File: src/hdl/ltinv_pkg.sv
package ltinv_pkg;

    localparam int MAX_ORDER = 8;
    localparam int IDX_W     = 3;
    localparam int ADDR_W    = 2 * IDX_W;
    localparam int CELLS     = MAX_ORDER * MAX_ORDER;
    localparam int VALUE_W   = 32;
    localparam int FRAC_W    = 16;
    localparam int STAT_W    = 2;
    localparam int ACC_W     = 50;
    localparam int HALF_W    = 25;
    localparam int PART_W    = HALF_W + VALUE_W;
    localparam int FULL_W    = 2 * HALF_W + VALUE_W;
    localparam int QUO_W     = 2 * FRAC_W + 1;
    localparam int INV_W     = VALUE_W + STAT_W;
    localparam int CFG_W     = 16;

    localparam logic [STAT_W-1:0] STAT_OK    = 2'd0;
    localparam logic [STAT_W-1:0] STAT_UPPER = 2'd1;
    localparam logic [STAT_W-1:0] STAT_ZERO  = 2'd2;
    localparam logic [STAT_W-1:0] STAT_SAT   = 2'd3;

    localparam logic CFG_SIZE = 1'b0;
    localparam logic CFG_TOL  = 1'b1;

    localparam logic [VALUE_W-1:0] VAL_MAX = 32'h7fff_ffff;
    localparam logic [VALUE_W-1:0] VAL_MIN = 32'h8000_0000;

    typedef enum logic [3:0] {
        ST_IDLE,
        ST_SCAN,
        ST_DIAG_RD,
        ST_DIAG_CHK,
        ST_DIV,
        ST_DIAG_WR,
        ST_OFF,
        ST_DOT,
        ST_FIN1,
        ST_FIN2,
        ST_FIN3,
        ST_FIN_WR,
        ST_ROW_END,
        ST_EMIT_RD,
        ST_EMIT_LD
    } state_t;

    function automatic logic [VALUE_W-1:0] mag32(input logic [VALUE_W-1:0] v);
        return v[VALUE_W-1] ? (~v + 1'b1) : v;
    endfunction

    // any zero diagonal among rows lo..hi
    function automatic logic zero_span(input logic [MAX_ORDER-1:0] zd,
                                       input logic [IDX_W-1:0] hi,
                                       input logic [IDX_W-1:0] lo);
        logic hit;
        hit = 1'b0;
        for (int t = 0; t < MAX_ORDER; t++) begin
            if (IDX_W'(t) >= lo && IDX_W'(t) <= hi && zd[t])
            begin
                hit = 1'b1;
            end
        end
        return hit;
    endfunction

endpackage

File: src/hdl/ltinv_recip.sv
module ltinv_recip
    import ltinv_pkg::*;
(
    input  logic               clk,
    input  logic               rst_n,
    input  logic               start,
    input  logic [VALUE_W-1:0] divisor,
    output logic               done,
    output logic [VALUE_W-1:0] value,
    output logic               clip
);

    logic               busy_reg, busy_next;
    logic               fin_reg, fin_next;
    logic               done_reg, done_next;
    logic [5:0]         cnt_reg, cnt_next;
    logic [VALUE_W-1:0] ud_reg, ud_next;
    logic               neg_reg, neg_next;
    logic [VALUE_W-1:0] r_reg, r_next;
    logic [QUO_W-1:0]   q_reg, q_next;
    logic [VALUE_W-1:0] value_reg, value_next;
    logic               clip_reg, clip_next;

    logic [VALUE_W:0]   r_sh;
    logic [QUO_W:0]     q_up;
    logic               round_up;

    always_comb
    begin
        busy_next  = busy_reg;
        fin_next   = 1'b0;
        done_next  = 1'b0;
        cnt_next   = cnt_reg;
        ud_next    = ud_reg;
        neg_next   = neg_reg;
        r_next     = r_reg;
        q_next     = q_reg;
        value_next = value_reg;
        clip_next  = clip_reg;
        // dividend is a single one at bit 2F, fed in on the first step
        r_sh     = {r_reg, (cnt_reg == 6'(QUO_W - 1))};
        round_up = (r_reg >= (ud_reg - r_reg));
        q_up     = {1'b0, q_reg} + {{QUO_W{1'b0}}, round_up};
        if (start)
        begin
            busy_next = 1'b1;
            cnt_next  = 6'(QUO_W - 1);
            ud_next   = mag32(divisor);
            neg_next  = divisor[VALUE_W-1];
            r_next    = '0;
            q_next    = '0;
        end
        else if (busy_reg)
        begin
            if (r_sh >= {1'b0, ud_reg})
            begin
                r_next = VALUE_W'(r_sh - {1'b0, ud_reg});
                q_next = {q_reg[QUO_W-2:0], 1'b1};
            end
            else
            begin
                r_next = r_sh[VALUE_W-1:0];
                q_next = {q_reg[QUO_W-2:0], 1'b0};
            end
            if (cnt_reg == 6'd0)
            begin
                busy_next = 1'b0;
                fin_next  = 1'b1;
            end
            else
            begin
                cnt_next = cnt_reg - 6'd1;
            end
        end
        else if (fin_reg)
        begin
            done_next = 1'b1;
            if (!neg_reg)
            begin
                clip_next  = (q_up > (QUO_W+1)'(VAL_MAX));
                value_next = clip_next ? VAL_MAX : q_up[VALUE_W-1:0];
            end
            else
            begin
                clip_next  = (q_up > (QUO_W+1)'(VAL_MIN));
                value_next = clip_next ? VAL_MIN : (~q_up[VALUE_W-1:0] + 1'b1);
            end
        end
    end

    always_ff @(posedge clk or negedge rst_n)
    begin
        if (!rst_n)
        begin
            busy_reg <= 1'b0;
            fin_reg  <= 1'b0;
            done_reg <= 1'b0;
            cnt_reg  <= '0;
        end
        else
        begin
            busy_reg <= busy_next;
            fin_reg  <= fin_next;
            done_reg <= done_next;
            cnt_reg  <= cnt_next;
        end
    end

    always_ff @(posedge clk)
    begin
        ud_reg    <= ud_next;
        neg_reg   <= neg_next;
        r_reg     <= r_next;
        q_reg     <= q_next;
        value_reg <= value_next;
        clip_reg  <= clip_next;
    end

    assign done  = done_reg;
    assign value = value_reg;
    assign clip  = clip_reg;

endmodule

File: config.mk
export PLATFORM = sky130hd
export DESIGN_NAME = ltinv_recip
export DESIGN_NICKNAME = d
export VERILOG_FILES = /design/src/hdl/ltinv_pkg.sv /design/src/hdl/ltinv_recip.sv
export SDC_FILE = /design/constraint.sdc
export NUM_CORES = 1
export LEC_CHECK = 0
export ABC_AREA = 1
export BUFFER_PORTS_ARGS = -buffer_cell sky130_fd_sc_hd__buf_2
export CAP_MARGIN = 20
export CORE_MARGIN = 1.5
export CORE_UTILIZATION = 25
export CTS_CLUSTER_DIAMETER = 60
export DETAILED_ROUTE_END_ITERATION = 7
export PLACE_DENSITY = 0.49
export SYNTH_ARGS = -nofsm -noshare
export SYNTH_HDL_FRONTEND = slang
export SYNTH_SLANG_ARGS = --single-unit
export TNS_END_PERCENT = 50
File: constraint.sdc
create_clock -name clk -period 6.2 [get_ports clk]
set_input_delay 0 -clock clk [delete_from_list [all_inputs] [get_ports clk]]
set_output_delay 0 -clock clk [all_outputs]
set_load 0.1 [all_outputs]
==> metrics.md <==
| Metric | Value |
|---|---|
| Floorplan die height | 227 um |
| Clock Tree Buf Depth | 2 |
| Post-synth EDFFs | 66 |
| Die Wd | 227 um |
| Leakage power figure | 6.90 nW |
| Hold Path Sink | neg_reg$_DFFE_PP_ |
| Drt via density | 4.58 |
| Post-synthesis cell type count | 44 |
| Rel. slew slack | 36.9% |
| Avg Inst Size Synth | 6.85 um^2 |
| Die footprint | 51500 um^2 |
| Row cnt | 81 |
| Cell area power density | 376 nW/um^2 |
| Post-Place Setup Slack | -0.131 ns |
| Iteration-0 DRC count of the detailed router | 764 |
| Crit Reg-Reg Endpoint | value[22]$_DFFE_PP_ |
| Largest fanout of any net on the critical path | 13 |
| Hold Path Depth | 1 |
| Effective utilization at floorplan | 25.5% |
| Clock buffer count from CTS | 17 |
| Most common cell on crit path | nand2_1 |
| Async set-or-reset flop fraction in the synthesized netlist | 6.43% |
| Global route total overflow | 0 |
| Setup-violating endpoint count in the final report | 0 |
| Post-route core utilization | 30.5% |
| Initial antenna violation count | 0 |
| Register-to-Register Setup Slack | 0.39 ns |
| Post-Synthesis Cells | 1832 |
| Post-Syn Nets | 1970 |
| Synth cell count leaders | nand2_1 (456), inv_1 (234), nor2_1 (203), o21ai_0 (132), a21oi_1 (115) |
| Clock network latency to the later pin of the worst-skew pair | 0.45 ns |
| Std-Cell Core Area | 49300 um^2 |
| Category of the worst setup path capture point | flop |
| DRC Markers | 0 |
| Port Buffer Count | 68 |
| Total negative setup slack | 0 ns |
| Standard cell area after detailed placement | 13900 um^2 |
| Final Wtd Congestion | 0.901 |
| Critical path start-end classification | reg2reg |
| Clock H-tree levels | 4 |
| Estimated wirelength of the detail-placed design | 29800 um |
| Slowest cell on the critical path | edfxtp_1 |
| Final critical delay including setup and external delays | 5.81 ns |
| Synth Register Bits | 140 |
| Detailed-route wire length per cell | 14.1 um |
| Clock tree from TritonCTS | yes |
| Seq/Total Area, Yosys | 28.0% |
| Number of nets in the layout | 2104 |
| Ratio of cells with drive above 1 in the final layout | 13.0% |
| Cell area after technology mapping | 12500 um^2 |
| Max-slew violation count | 0 |
| Peak VDD IR | 193 uV |
| Number of nets still failing antenna checks after routing | 0 |
| Primary flip-flop cell chosen by synthesis mapping | edfxtp_1 |
| Iteration count of the initial detailed-routing pass | 5 |
| Wire length of the first global-routing pass | 59900 um |
| Number of global-route vias before repair | 12.0k |
| Final WL | 37300 um |
| Max-cap violations | 0 |
| Hold Path Origin | divisor[31] |
| Cell accounting for the most synthesized area | edfxtp_1 |
| Total number of vias | 12.1k |
| Number of flip-flops in the largest register | 33 |
| Worst Reg2Reg Path Length in Cells | 40 |
| Overall Power | 5.64 mW |
| Library cell used as clock root buffer | clkbuf_16 |
| Reg clk slew, reported paths | 0.06 ns |
| Max frequency | 0.172 GHz |
| Maximum number of pins on one net before global-route repair | 57 |
| Worst path max stage delay | 0.41 ns |
| Number of synthesis warnings | 0 |
| Origin of the critical flop-to-flop path | ud_reg[0]$_DFFE_PP_ |
| Final critical-path share of the clock period | 93.8% |
| ANT cells | 0 |
| Post-route design area | 15000 um^2 |
| # IOs | 69 |
| Number of clock sinks | 140 |
| Outcome | finished, final reports clean |
| Least-Margin Pin Slew | 0.945 ns |
| Setup clock skew after layout | 0.0146 ns |
| Most frequently used cell type in the post-synthesis netlist | nand2_1 |
| Cell types occupying the most area after synthesis | edfxtp_1 (16%), nand2_1 (14%), dfxtp_1 (10%) |
| Type of element launching the critical path | flop |
| Final hold violation count | 0 |
| Data required time of the critical path | 6.51 ns |
| Critical path arrival | 6.12 ns |
| Gr usage total | 14.8% |
| P&R area growth vs syn | 19.7% |
| Setup slack of the critical path after layout | 0.386 ns |
| Proportion of netlist area held by the largest area contributor | 15.8% |
| Class of the worst hold path | in2reg |
==> power by group <==
| group | switching, mW | leakage (nW) | total (mW) | internal [mW] |
|---|---|---|---|---|
| Clock | 0.441 | 0.310 | 1.09 | 0.653 |
| Combinational | 2.00 | 5.32 | 3.29 | 1.30 |
| Sequential | 0.117 | 1.27 | 1.25 | 1.13 |
| Total | 2.56 | 6.90 | 5.64 | 3.08 |
==> metal layers <==
layer,track usage (%),vias up,share of wire (%)
li1,-,6314,-
met1,19.2,5482,48
met2,25.3,253,46
met3,2.04,48,3.2
met4,4.38,0,2.0
met5,0,-,0
==> cells in the final DEF (no fill, tap or decap), types with 4 or more instances in the layout <==
cell	count
a21o_1	12
a21oi_1	110
a21oi_2	5
a31oi_1	5
buf_2	68
buf_4	43
clkbuf_16	19
dfrtp_1	9
dfxtp_1	65
dlygate4sd3_1	34
edfxtp_1	66
ha_1	100
inv_1	234
inv_2	4
nand2_1	452
nand2_2	22
nand3_1	101
nand3_2	33
nand4_1	24
nor2_1	194
nor2_2	16
nor2_4	14
nor3_1	15
o211ai_1	7
o21a_1	6
o21ai_0	127
o21ai_1	5
o21bai_1	5
o22ai_1	33
xnor2_1	50
xor2_1	49
==> metrics by stage <==
step / instances / hold slack (ns)
6_report: 2643 / 0.0440
5_1_grt: 2643 / 0.0250
4_1_cts: 2636 / 0.00700
3_5_place_dp: 2570 / -0.134
3_3_place_gp: 2570 / -0.135
2_1_floorplan: 1832 / -0.296
==> how the worst max path moves through the flow <==
stage | start | endpoint | slack [ns]
after detailed placement | r_reg[2]$_SDFFE_PP0P_ | value[29]$_DFFE_PP_ | -0.13
final | ud_reg[0]$_DFFE_PP_ | value[22]$_DFFE_PP_ | 0.39
after CTS | ud_reg[0]$_DFFE_PP_ | value[29]$_DFFE_PP_ | 0.05
after global placement | ud_reg[4]$_DFFE_PP_ | value[29]$_DFFE_PP_ | -0.13
after floorplan | ud_reg[2]$_DFFE_PP_ | clip$_DFFE_PP_ | 0.90
after global routing | r_reg[8]$_SDFFE_PP0P_ | value[22]$_DFFE_PP_ | -0.03
==> final cells by class <==
type	instances	area (um^2)
clock buffers	21	492
clock inverters	11	129
fillers	5454	34200
inverters	238	893
multi-input cells	1420	8070
flip-flops and latches	140	3510
well taps	664	831
repair buffers	149	1090
==> worst max-delay path: cells and delay by family, from the launching register on <==
kind,cells,cell delay [ns]
buffers and inverters,6,0.69
AOI/OAI and AO/OA,2,0.29
adders and majority gates,6,1.40
DFF,1,0.41
and+or+nand+nor,26,2.86
==> logic make-up (layout without fill, tap and decap cells) <==
family | Yosys count | count (layout) | synth area share [%]
simple gates | 887 | 887 | 31.6
compound gates | 331 | 331 | 14.5
buf+inv | 272 | 419 | 8.66
flops | 140 | 140 | 28.0
fa+ha+maj | 103 | 103 | 10.4
xor+xnor | 99 | 99 | 6.91
==> what timing repair did <==
action / CTS / global route
hold buffers: 34 / 0
pin swaps: 0 / 9
setup endpoints to repair: 33 / 33
cloned: 0 / 1
setup buffers: 0 / 6
endpoints found under the hold margin: 41 / 0
resized for setup: 2 / 36
Power figures use the tool's default switching activity.
